===== config.mk =====
export PLATFORM = sky130hd
export DESIGN_NAME = chti_front
export DESIGN_NICKNAME = d
export VERILOG_FILES = /design/src/rtl/core/chti_pkg.sv /design/src/rtl/core/chti_front.sv
export SDC_FILE = /design/constraint.sdc
export NUM_CORES = 1
export LEC_CHECK = 0
export BUFFER_PORTS_ARGS = -buffer_cell sky130_fd_sc_hd__buf_2
export CAP_MARGIN = 20
export CORE_MARGIN = 4
export CORE_UTILIZATION = 50
export CTS_CLUSTER_SIZE = 28
export DETAILED_ROUTE_END_ITERATION = 12
export GPL_TIMING_DRIVEN = 0
export PLACE_DENSITY = 0.7
export SYNTH_ARGS = -nofsm -noshare
export SYNTH_HDL_FRONTEND = slang
export SYNTH_SLANG_ARGS = --single-unit

===== constraint.sdc =====
create_clock -name clk -period 3.09 [get_ports clk]
set_input_delay 0.309 -clock clk [delete_from_list [all_inputs] [get_ports clk]]
set_output_delay 0.309 -clock clk [all_outputs]
set_load 0.02 [all_outputs]

===== src/rtl/core/chti_pkg.sv =====
// Shared types and constants for the cuckoo hash insert core.
package chti_pkg;

  localparam int unsigned TableEntriesDef = 4096;
  localparam logic [31:0] EmptyKey        = 32'hFFFF_FFFF;
  localparam logic [31:0] FactorOneRst    = 32'd2654435761;
  localparam logic [31:0] FactorTwoRst    = 32'd2246822519;
  localparam int unsigned KickMax         = 8191;
  localparam int unsigned QueueDepth      = 4;

  localparam logic CfgIdxFactorOne = 1'b0;
  localparam logic CfgIdxFactorTwo = 1'b1;

  typedef struct packed {
    logic [31:0] payload;
    logic [31:0] key;
  } chti_item_t;

  typedef struct packed {
    logic       insert_status;
    logic [12:0] kick_count;
    logic [31:0] dropped_key;
    logic [31:0] dropped_payload;
  } chti_result_t;

  typedef enum logic [3:0] {
    ST_CLEAR,
    ST_IDLE,
    ST_MUL,
    ST_IDX,
    ST_ALT,
    ST_RD,
    ST_CHK,
    ST_DONE
  } chti_state_t;

  typedef enum logic [1:0] {
    PH_FIRST,
    PH_SECOND,
    PH_KICK
  } chti_phase_t;

endpackage


===== src/rtl/core/chti_front.sv =====
// Input side: accepts words and queues them for the insert engine.
module chti_front (
  input  logic                 clk,
  input  logic                 rst_n,
  input  logic                 in_valid,
  output logic                 in_stall,
  input  logic [31:0]          in_insert_key,
  input  logic [31:0]          in_insert_payload,
  input  logic                 hold,
  output logic                 q_valid,
  output chti_pkg::chti_item_t q_item,
  input  logic                 q_pop
);
  import chti_pkg::*;

  localparam int unsigned AW = $clog2(QueueDepth);

  chti_item_t    qmem_r [QueueDepth];
  logic [AW-1:0] wptr_r, wptr_nxt;
  logic [AW-1:0] rptr_r, rptr_nxt;
  logic [AW:0]   cnt_r, cnt_nxt;
  logic          push;
  logic          pop;

  assign in_stall = hold || (cnt_r == (AW+1)'(QueueDepth));
  assign push     = in_valid && !in_stall;
  assign q_valid  = (cnt_r != '0);
  assign pop      = q_pop && q_valid;
  assign q_item   = qmem_r[rptr_r];

  always_comb begin
    wptr_nxt = push ? wptr_r + AW'(1) : wptr_r;
    rptr_nxt = pop ? rptr_r + AW'(1) : rptr_r;
    cnt_nxt  = cnt_r + (AW+1)'(push) - (AW+1)'(pop);
  end

  always_ff @(posedge clk) begin
    if (!rst_n) begin
      wptr_r <= '0;
      rptr_r <= '0;
      cnt_r  <= '0;
    end else begin
      wptr_r <= wptr_nxt;
      rptr_r <= rptr_nxt;
      cnt_r  <= cnt_nxt;
    end
  end

  always_ff @(posedge clk) begin
    if (push) begin
      qmem_r[wptr_r] <= '{payload: in_insert_payload, key: in_insert_key};
    end
  end

endmodule


### Word-level counts from Yosys, hierarchy flattened

Memories as Yosys holds them, arrays and structs flattened. A register that Yosys moved wholly into a read port is not among the register bits.
Cells that the tools add are included.

* bits of input ports: 69
* logic and storage cells: 18
* register bits after elaboration: 7
* RAM bits: 256
* memories: 1

Memories
* qmem_r: words 4, bits a word 64, read ports 1, clocked after memory_dff 1, write ports 1, RTL line chti_front.sv:18 `chti_item_t qmem_r [QueueDepth];`

* mux-type cells: 4
* add/subtract/negate cells: 4
* reduce and logical (&&, ||, !) cells: 5
* equality and inequality tests: 1

Operators by type and width (number)
* 2-bit by 1-bit adder with 2-bit output (second input constant): 2
* 2-bit 2-to-1 mux: 2
* 3-bit by 1-bit adder with 3-bit output: 1
* 3-bit == test (second input constant): 1
* 3-bit nonzero test: 1
* 3-bit by 1-bit subtractor with 3-bit output: 1
* 1-bit logical AND: 2
* 1-bit 2-to-1 mux: 2
* 1-bit zero test: 1
* 1-bit logical OR: 1

### Logic depth before layout (Yosys ltp)

Gate-level depths: netlist (run 1).

* word-level depth: 6
* depth in mapped cells: 11
* mapped depth without buffers: 11

### Worst setup path after synthesis (run 1)

No wires, ideal clock.

* path kind: reg2reg
* start point: reg cnt_r[1]
* end point: mem qmem_r[0][0] (netlist bit) (enable)
* stages on the path, launching flop included: 4
* arrival time: 2.334 ns
* setup slack: 0.327 ns
* required time: 2.661 ns
* path buffers: 0
* path through: dfxtp_1 -> nor2_1 -> a21oi_2 -> and2_1

* word-level cells in the longest chain between the ends: 6

RTL lines
* from (decl): RTL line chti_front.sv:21 `logic [AW:0] cnt_r, cnt_nxt;`
* from (signal assigned): RTL line chti_front.sv:45 `cnt_r <= cnt_nxt;`
* 3-bit == test: RTL line chti_front.sv:25 `assign in_stall = hold || (cnt_r == (AW+1)'(QueueDepth));`
* 1-bit logical OR: RTL line chti_front.sv:25
* 1-bit zero test: RTL line chti_front.sv:26 `assign push = in_valid && !in_stall;`
* 1-bit logical AND: RTL line chti_front.sv:26
* 1-bit 2-to-1 mux: RTL line chti_front.sv:50 `if (push) begin`
* 1-bit 2-to-1 mux (implied by the code): RTL line chti_front.sv:51 `qmem_r[wptr_r] <= '{payload: in_insert_payload, key: in_insert_key};`
* to (decl): RTL line chti_front.sv:18

No other way between the ends.

### Worst setup path in the final report (run 1)

* start point: reg cnt_r[1]
* end point: reg cnt_r[2]

* word-level cells in the longest chain between the ends: 6
* elaborated cells on any way between the ends: 8
* classes of those cells: add/sub (2); eq/ne (1); reduce/logical (5)

RTL lines
* 3-bit == test: RTL line chti_front.sv:25
* 1-bit logical OR: RTL line chti_front.sv:25
* 1-bit zero test: RTL line chti_front.sv:26
* 1-bit logical AND: RTL line chti_front.sv:26
* 3-bit by 1-bit adder with 3-bit output: RTL line chti_front.sv:34 `cnt_nxt = cnt_r + (AW+1)'(push) - (AW+1)'(pop);`
* 3-bit by 1-bit subtractor with 3-bit output (*): RTL line chti_front.sv:34

Mark *: on every way between the ends. The rest lies on a longest branch, timed or not.
A chain may end at the register's enable or synchronous reset.

==> flow_metrics.env, run 1 <==
export IMPL_gp_congestion=0.737
export IMPL_dieWidth_um=148
export IMPL_layout_min_cycle_time_ps=2520
export IMPL_ys_types=24
export IMPL_final_cell_mix="256 x edfxtp_1, 139 x buf_2, 60 x mux4_2, 27 x clkbuf_16, 23 x dlygate4sd3_1"
export IMPL_cts_num_sinks=265
export IMPL_ir_worst_vdd_mv=0.602
export IMPL_chipHeight_um=148
export IMPL_place_ws_ps=637
export IMPL_cp_arrival_ps=2910
export IMPL_min_period_over_period=0.814
export IMPL_synth_top_family_by_area="multiplexers"
export IMPL_worstRegToRegCells=11
export IMPL_syn_to_final_growth_pct=22.6
export IMPL_yosys_area_share_simple=0.00958
export IMPL_worst_setup_path_start_kind="flop"
export IMPL_cts_hold_buffers=23
export IMPL_total_power_mw=9.56
export IMPL_fp_row_count=50
export IMPL_cts_buffer_depth=3
export IMPL_cts_tree="yes"
export IMPL_clockRootBuffer="clkbuf_16"
export IMPL_fin_cells=852
export IMPL_ios=135
export IMPL_synth_compound_gate_area_share=0.00345
export IMPL_dp_hpwl_um=10300
export IMPL_syn_nets=459
export IMPL_nNetsFinal=648
export IMPL_via_per_inst=5.27
export IMPL_status="finished clean"
export IMPL_crit_type="reg2reg"
export IMPL_ys_seq_elements=265
export IMPL_grt_pass1_wl_um=27000
export IMPL_synth_yosys_seq_area_share=0.804
export IMPL_rsz0062_at_grt="false"
export IMPL_wl_per_cell_um=20.1
export IMPL_synth_area_top_cells="edfxtp_1 79%, mux4_2 14%, dfxtp_1 1.8%"
export IMPL_portBuffers=133
export IMPL_fmax_mhz=398
export IMPL_power_density_mw_per_mm2=797
export IMPL_grt_overflow=0
export IMPL_syn_avg_cell_area_um2=25.6
export IMPL_track_usage=0.159
export IMPL_drv_cap=0
export IMPL_synth_top_area_cell="edfxtp_1"
export IMPL_finalHoldViolations=0
export IMPL_grt_start_max_net_pins=56
export IMPL_drc_errors=0
export IMPL_drive_gt1_frac=0.429
export IMPL_h_tree_depth=1
export IMPL_cp_required_ps=3480
export IMPL_min_path_cells=1
export IMPL_syn_inst=383
export IMPL_setup_viol=0
export IMPL_setup_ws_ps=575
export IMPL_final_fill_count=1318
export IMPL_antenna_cells=0
export IMPL_p_leak_nw=4.07
export IMPL_slew_limit_headroom=0.647
export IMPL_synthAdderAreaFrac=0.00971
export IMPL_drtAntennaViolNets=0
export IMPL_grt_antenna_before_repair=1
export IMPL_fin_skew_ps=7.36
export IMPL_initial_core_util=0.517
export IMPL_synth_mux_area_frac=0.151
export IMPL_clk_pin_slew_ps=60
export IMPL_synth_xor_area_frac=0.00358
export IMPL_clock_latency_ps=510
export IMPL_holdCritPathClass="in2reg"
export IMPL_worstSetupEndpointType="flop"
export IMPL_post_cts_buffers=0
export IMPL_cp_max_fo=7
export IMPL_drtPass1Iterations=4
export IMPL_worst_pin_slew_ps=529
export IMPL_core_area_mm2=0.0190
export IMPL_post_cts_resized=0
export IMPL_die_area_mm2=0.0219
export IMPL_grt_pass1_vias=4895
export IMPL_yosysTopAreaCellShare=0.785
export IMPL_layout_commonest_cell="edfxtp_1"
export IMPL_numCtsBuffers=27
export IMPL_synth_warnings=0
export IMPL_drv_slew=0
export IMPL_wirelength_um=17100
export IMPL_vias=4493
export IMPL_synth_area_mm2=0.00979
export IMPL_drtIter0Drc=199
export IMPL_placed_cells=780
==> metrics by stage <==
stage	utilization	TNS, ps	cell area, µm²	hold WS, ps
3_5_place_dp	0.575	0	10900	514
2_1_floorplan	-	0	9790	408
5_1_grt	0.633	0	12000	2.94
3_3_place_gp	0.569	-222090	10800	475
6_report	0.633	0	12000	22.2
4_1_cts	0.633	0	12000	0.337
==> cells in the mapped netlist <==
cell type / count
ha_1: 6
buf_6: 1
o31a_1: 1
fa_1: 1
edfxtp_1: 256
buf_12: 6
a21oi_2: 1
xnor2_1: 4
and2_1: 7
dfxtp_1: 9
mux4_2: 60
clkbuf_2: 1
mux4_1: 4
or3_1: 1
inv_1: 5
buf_2: 6
nor2_1: 1
a21o_1: 1
clkbuf_1: 1
nor2b_1: 3
nand2_1: 4
nand2b_1: 1
mux2i_1: 2
o311ai_1: 1
==> flip-flops by register name, indices dropped and copies added (netlist names), named ones only <==
register and cells:
rptr_r 2, wptr_r 2, qmem_r 256, cnt_r 3
==> logic make-up (layout without fill, tap and decap cells) <==
group,Yosys count,count (layout)
buffers and inverters,20,229
xor gates and xnor gates,4,4
AOI/OAI and AO/OA,4,4
adders and majority gates,7,7
muxes,66,66
DFF,265,265
and+or+nand+nor,17,17
==> power breakdown <==
part / internal [mW] / switching (mW) / total (mW)
Combinational: 1.05 / 1.18 / 2.23
Clock: 1.93 / 1.22 / 3.15
Sequential: 4.12 / 0.0624 / 4.19
==> worst paths after layout <==
check / endpoint / from / slack, ps
worst max-delay path: cnt_r[2] / cnt_r[1] / 570
worst min-delay path: qmem_r[2][58] / in_insert_payload[26] / 20
worst min register to register: wptr_r[1] / wptr_r[1] / 510
worst max register to register: cnt_r[2] / cnt_r[1] / 570
==> worst max-delay path: stages (launching register included) <==
cell	delay [ps]
dfxtp_1	480
nor2_1	120
a21oi_2	350
inv_1	90
ha_1	300
inv_1	50
ha_1	140
inv_1	50
fa_1	380
xnor2_1	150
xnor2_1	130
and2_1	160
==> per-layer routing <==
| metal | vias to the layer above | track usage | part of all wire |
|---|---|---|---|
| li1 | 2010 | - | - |
| met1 | 2325 | 0.209 | 0.40 |
| met2 | 127 | 0.272 | 0.52 |
| met3 | 29 | 0.0349 | 0.060 |
| met4 | 2 | 0.0430 | 0.020 |
| met5 | - | 0 | 0.00076 |
==> cell type report <==
cell class                      instances  area [µm²]  share of cell area
Tap cell                              260         325              0.0271
Buffer                                 15         170              0.0142
Clock buffer                           39         751              0.0626
Multi-Input combinational cell         98        1740               0.145
Sequential cell                       265        7870               0.656
Clock inverter                         10         125              0.0104
Inverter                                5        18.8             0.00156
Timing Repair Buffer                  160         998              0.0832
No activity file was read; power rests on OpenSTA's default activity.
==> run 2, diff against run 1 <==
- ABC_AREA: unset -> 1
- clock period: 3.09 -> 2.6 ns (I/O delays scaled with it)
==> run 2 against run 1 <==
Effect of this change: sequential cell count did not move; largest cell class unchanged; clock power is 18% higher; largest power group unchanged; critical path type is now reg2out; via count increased by 41%; area after synthesis up 2.0%; non-clock buffer count grew 73; cell area increased by 6.0%; sequential power is 20% higher.
==> flow_metrics.env, run 2 <==
export IMPL_utilization=0.651
export IMPL_fmax_mhz=424
export IMPL_yosys_top_cells_count="256 x edfxtp_1, 141 x nor2_1, 73 x o21ai_0"
export IMPL_drv_cap=0
export IMPL_ys_flop_type="edfxtp_1"
export IMPL_whs_ps=87.4
export IMPL_power_density_mw_per_mm2=934
export IMPL_finalHoldViolations=0
export IMPL_worst_pin_slew_ps=776
export IMPL_ir_worst_vdd_mv=0.728
export IMPL_crit_type="reg2out"
export IMPL_ys_types=21
export IMPL_final_cell_mix="256 x edfxtp_1, 141 x buf_2, 137 x nor2_1, 73 x o21ai_0, 65 x dlygate4sd3_1"
export IMPL_chipHeight_um=149
export IMPL_synth_edff_count=256
export IMPL_worst_r2r_endpoint="cnt_r[2]"
export IMPL_hold_end="wptr_r[1]"
export IMPL_drive_gt1_frac=0.231
export IMPL_p_sw_frac=0.307
export IMPL_cts_num_sinks=265
export IMPL_wl_per_cell_um=18.2
export IMPL_initial_core_util=0.512
export IMPL_comb_power_share=0.264
export IMPL_syn_nets=764
export IMPL_grt_overflow=0
export IMPL_synth_yosys_seq_area_share=0.787
export IMPL_via_per_inst=5.25
export IMPL_largest_register_ff_count=256
export IMPL_p_sw_mw=3.64
export IMPL_fin_area_mm2=0.0127
export IMPL_synth_area_top_cells="edfxtp_1 77%, nor2_1 5.3%, o22ai_1 4.0%"
export IMPL_cts_tree="yes"
export IMPL_setup_ws_ps=239
export IMPL_wirelength_um=21900
export IMPL_cts_buffer_depth=3
export IMPL_synthArstFlopShare=0
export IMPL_nNetsFinal=999
export IMPL_syn_inst=688
export IMPL_top_register="qmem_r"
export IMPL_clk_pin_slew_ps=60
export IMPL_rsz0062_at_grt="false"
export IMPL_slew_limit_headroom=0.481
export IMPL_cp_max_fo=10
export IMPL_worstRegToRegCells=12
export IMPL_drtIter0Drc=448
export IMPL_synth_most_common_cell="edfxtp_1"
export IMPL_clkPwrFrac=0.313
export IMPL_syn_to_final_growth_pct=27.3
export IMPL_clock_latency_ps=510
export IMPL_synth_area_mm2=0.00999
export IMPL_status="finished clean"
export IMPL_portBuffers=134
export IMPL_fin_skew_ps=9.12
export IMPL_ys_seq_elements=265
export IMPL_syn_avg_cell_area_um2=14.5
export IMPL_internal_power_mw=8.23
export IMPL_multi_input_area_mm2=0.00180
export IMPL_core_area_mm2=0.0195
export IMPL_ios=135
export IMPL_dp_hpwl_um=13400
export IMPL_place_ws_ps=145
export IMPL_min_path_cells=4
export IMPL_final_fill_count=1431
export IMPL_vias=6348
export IMPL_p_seq_frac=0.422
export IMPL_top_regs="qmem_r x256, cnt_r x3"
export IMPL_grt_pass1_vias=6293
export IMPL_drtPass1Iterations=4
export IMPL_worstSetupEndpointType="output port"
export IMPL_numCtsBuffers=26
export IMPL_dieWidth_um=149
export IMPL_grt_start_max_net_pins=30
export IMPL_drtAntennaViolNets=0
export IMPL_setup_viol=0
export IMPL_cp_required_ps=2340
export IMPL_worst_setup_path_start_kind="flop"
export IMPL_holdCritPathClass="in2reg"
export IMPL_cp_arrival_ps=2100
export IMPL_synth_top_area_cell="edfxtp_1"
export IMPL_postPlaceCellArea_mm2=0.0112
export IMPL_gp_congestion=0.749
export IMPL_layout_min_cycle_time_ps=2360
export IMPL_post_cts_buffers=0
export IMPL_drc_errors=0
export IMPL_r2r_start="cnt_r[1]"
export IMPL_min_from="in_valid"
export IMPL_clockRootBuffer="clkbuf_16"
export IMPL_fp_row_count=51
export IMPL_min_period_over_period=0.908
export IMPL_synth_warnings=0
export IMPL_grt_pass1_wl_um=33400
export IMPL_p_leak_nw=4.58
export IMPL_h_tree_depth=1
export IMPL_layout_commonest_cell="edfxtp_1"
export IMPL_drv_slew=0
export IMPL_reg2reg_slack_ps=310
export IMPL_track_usage=0.193
export IMPL_grt_antenna_before_repair=1
export IMPL_antenna_cells=0
export IMPL_ff_latch_area_mm2=0.00787
export IMPL_yosysTopAreaCellShare=0.769
export IMPL_die_area_mm2=0.0223
==> run 2: cell types whose count changed after synthesis, sizes merged, moves of 3 or more <==
cell,before,now
buf,13,24
xnor2,4,0
clkbuf,2,17
o21ai,0,129
and2,7,0
inv,5,19
o22ai,0,64
nand2,4,15
mux4,64,0
nor2,1,141
nor2b,3,0
==> run 2: cells by family (layout without fill, tap and decap cells) <==
family,count (synthesis),after routing,share of synthesized area
buf+inv,61,316,0.0361
compound gates,194,194,0.105
simple gates,160,160,0.0609
fa+ha+maj,7,7,0.00952
flops,265,265,0.787
xor+xnor,1,1,0.000877
==> run 2: layout make-up <==
cell class | count | share of cell area
Inverter | 20 | 0.00610
Clock buffer | 33 | 0.0565
Timing Repair Buffer | 207 | 0.117
Sequential cell | 265 | 0.619
Buffer | 41 | 0.0222
Multi-Input combinational cell | 362 | 0.141
Clock inverter | 15 | 0.0119
Tap cell | 265 | 0.0261
==> run 2: timing repair <==
item / CTS / global route
setup endpoints to repair: 0 / 1
endpoints found under the hold margin: 257 / 0
resized for setup: 0 / 1
hold buffers: 65 / 0
==> run 2: worst max path at each step <==
stage             start            end  depth (start not counted)
2_1_floorplan  cnt_r[1]   qmem_r[0][0]                          4
3_5_place_dp   cnt_r[1]       cnt_r[2]                         12
6_report           flop     q_item[10]                          5
3_3_place_gp   cnt_r[1]  qmem_r[3][38]                          4
4_1_cts        cnt_r[1]       cnt_r[2]                         12
5_1_grt        cnt_r[1]       cnt_r[2]                         12
==> run 2: metrics by stage <==
step / std cells / setup TNS, ps / power [mW]
after floorplan: 688 / -82750 / 7.06
after global placement: 1087 / -421190 / 8.11
after detailed placement: 1095 / 0 / 8.17
after CTS: 1208 / 0 / 12.0
after global routing: 1208 / 0 / 12.4
final: 1208 / 0 / 11.9
==> run 2: per-layer routing <==
metal  vias to the layer above  track usage  share of wire
met2                       170        0.325           0.49
li1                       3051            -              -
met3                        38       0.0365          0.061
met1                      3087        0.259           0.43
met5                         -            0        0.00059
met4                         2       0.0526          0.020
==> run 2: worst max-delay path, cell delays in order, from the launching register on <==
cell	delay [ps]
dfxtp_1	310
clkinv_1	230
clkbuf_1	430
o21ai_1	160
o22ai_1	230
buf_2	220
==> run 2: power by group through the flow <==
stage	registers [mW]	logic [mW]	clock network (mW)
2_1_floorplan	5.10	1.96	0
3_3_place_gp	5.12	2.99	0
4_1_cts	5.01	3.16	3.81
6_report	5.01	3.14	3.72
5_1_grt	5.03	3.43	3.98
3_5_place_dp	5.10	3.07	0
==> run 3, diff against run 2 <==
- CORE_MARGIN: 4 -> 2
==> run 3 against run 2 <==
Effect of this change: global-route usage is 0.74 points higher; combinational power hardly changed; sequential share of layout area is 0.38 points higher; final cell count stayed put; utilization is 0.40 points lower; non-clock buffer count stayed put; cell area is 0.61% lower; total power is 1.9% lower; wire length is 0.66% lower; hold slack worse by 17 ps; critical path type unchanged; critical endpoint is now q_item[0]; largest power group unchanged.
==> flow_metrics.env, run 3 (synthesis gave the netlist of run 2 again) <==
export IMPL_status="finished clean"
export IMPL_nNetsFinal=1000
export IMPL_grt_antenna_before_repair=0
export IMPL_core_area_mm2=0.0195
export IMPL_ir_worst_vdd_mv=0.693
export IMPL_grt_start_max_net_pins=31
export IMPL_drtIter0Drc=460
export IMPL_layout_min_cycle_time_ps=2390
export IMPL_grt_pass1_vias=6100
export IMPL_drc_errors=0
export IMPL_antenna_cells=0
export IMPL_chipHeight_um=145
export IMPL_numCtsBuffers=27
export IMPL_h_tree_depth=1
export IMPL_cts_tree="yes"
export IMPL_ff_latch_area_mm2=0.00787
export IMPL_worst_pin_slew_ps=625
export IMPL_post_cts_buffers=0
export IMPL_portBuffers=134
export IMPL_layout_commonest_cell="edfxtp_1"
export IMPL_cp_slowest_stage_delay_ps=420
export IMPL_gp_congestion=0.704
export IMPL_cp_max_fo=10
export IMPL_drv_cap=0
export IMPL_fin_area_mm2=0.0126
export IMPL_cp_arrival_ps=2130
export IMPL_setup_viol=0
export IMPL_dp_hpwl_um=13000
export IMPL_crit_type="reg2out"
export IMPL_drv_slew=0
export IMPL_fin_skew_ps=6.34
export IMPL_fp_row_count=51
export IMPL_p_leak_nw=4.53
export IMPL_final_cell_mix="256 x edfxtp_1, 141 x buf_2, 137 x nor2_1, 73 x o21ai_0, 65 x dlygate4sd3_1"
export IMPL_finalHoldViolations=0
export IMPL_power_density_mw_per_mm2=921
export IMPL_syn_to_final_growth_pct=26.5
export IMPL_top_regs="qmem_r x256, cnt_r x3"
export IMPL_wirelength_um=21800
export IMPL_min_period_over_period=0.918
export IMPL_clock_latency_ps=520
export IMPL_slowest_stage="clkbuf_1"
export IMPL_ios=135
export IMPL_top_register="qmem_r"
export IMPL_worstSetupEndpointType="output port"
export IMPL_cts_buffer_depth=3
export IMPL_grt_pass1_wl_um=33300
export IMPL_final_fill_count=1452
export IMPL_placed_cells=1095
export IMPL_multi_input_area_mm2=0.00180
export IMPL_worst_setup_path_start_kind="flop"
export IMPL_drive_gt1_frac=0.226
export IMPL_grt_overflow=0
export IMPL_largest_register_ff_count=256
export IMPL_fmax_mhz=419
export IMPL_fin_cells=1208
export IMPL_vias=6393
export IMPL_drtAntennaViolNets=0
export IMPL_initial_core_util=0.512
export IMPL_clk_pin_slew_ps=60
export IMPL_clockRootBuffer="clkbuf_16"
export IMPL_die_area_mm2=0.0211
export IMPL_total_power_mw=11.6
export IMPL_cts_num_sinks=265
export IMPL_whs_ps=70.8
export IMPL_slew_limit_headroom=0.583
export IMPL_holdCritPathClass="in2reg"
export IMPL_rsz0062_at_grt="false"
export IMPL_wl_per_cell_um=18.0
export IMPL_track_usage=0.200
export IMPL_cp_required_ps=2340
export IMPL_via_per_inst=5.29
export IMPL_drtPass1Iterations=5
export IMPL_path_cells="buf_4 -> clkbuf_1 -> o21ai_0 -> o22ai_1 -> buf_2"
export IMPL_postPlaceCellArea_mm2=0.0112
export IMPL_dieWidth_um=145
run 3: changes by cell type in the layout (fill, tap and decap cells not counted):
cell	delta
buf_12	+1
buf_16	-1
clkinv_1	+1
clkinv_2	-2
inv_6	+1
clkbuf_1	+4
clkbuf_8	-2
bufinv_16	-2
run 3: final cells by class:
cell class / count / area share
timing repair buffer: 207 / 0.117
clock inverter: 13 / 0.00742
sequential: 265 / 0.623
multi-input combinational: 362 / 0.142
buffer: 41 / 0.0224
inverter: 20 / 0.00614
tap: 265 / 0.0262
clock buffer: 35 / 0.0558
run 3: power breakdown:
group          switching, mW  internal (mW)  leakage (nW)  total (mW)
registers             0.0733           4.94          2.40        5.01
clock network           1.50           2.01         0.395        3.50
logic                   2.08           1.04          1.74        3.13
total                   3.65           7.99          4.53        11.6
run 3: worst max-delay path: cells and delay by family, from the launching register on:
family	cells	cell delay, ps
compound gates	2	450
buf+inv	3	830
flops	1	330
run 3: final timing paths:
kind | startpoint | endpoint | slack [ps] | cells past startpoint
setup / recovery | flop | q_item[0] | 210 | 5
hold / removal | q_pop | rptr_r[1] | 70 | 3
setup reg to reg | cnt_r[1] | cnt_r[2] | 310 | 12
hold reg to reg | cnt_r[2] | cnt_r[2] | 520 | 2
run 3: through the flow:
| step | util | setup TNS, ps | worst slack, ps |
|---|---|---|---|
| finish | 0.647 | 0 | 213 |
| detailed placement | 0.573 | 0 | 133 |
| CTS | 0.647 | 0 | 80.6 |
| global placement | 0.564 | -423900 | -1700 |
| global route | 0.647 | 0 | 95.7 |
| floorplan | - | -82750 | -323 |
run 3: routing by layer:
layer  track usage  vias to the layer above  part of all wire
li1              -                     3036                 -
met3        0.0307                       34             0.062
met1         0.279                     3095              0.43
met4        0.0426                        0             0.019
met2         0.339                      228              0.49
met5             0                        -                 0
run 3: what timing repair did:
action                                  4_1_cts  5_1_grt
endpoints found under the setup margin        0        1
hold buffers                                 65        0
endpoints found under the hold margin       258        0
resized for setup                             0        1
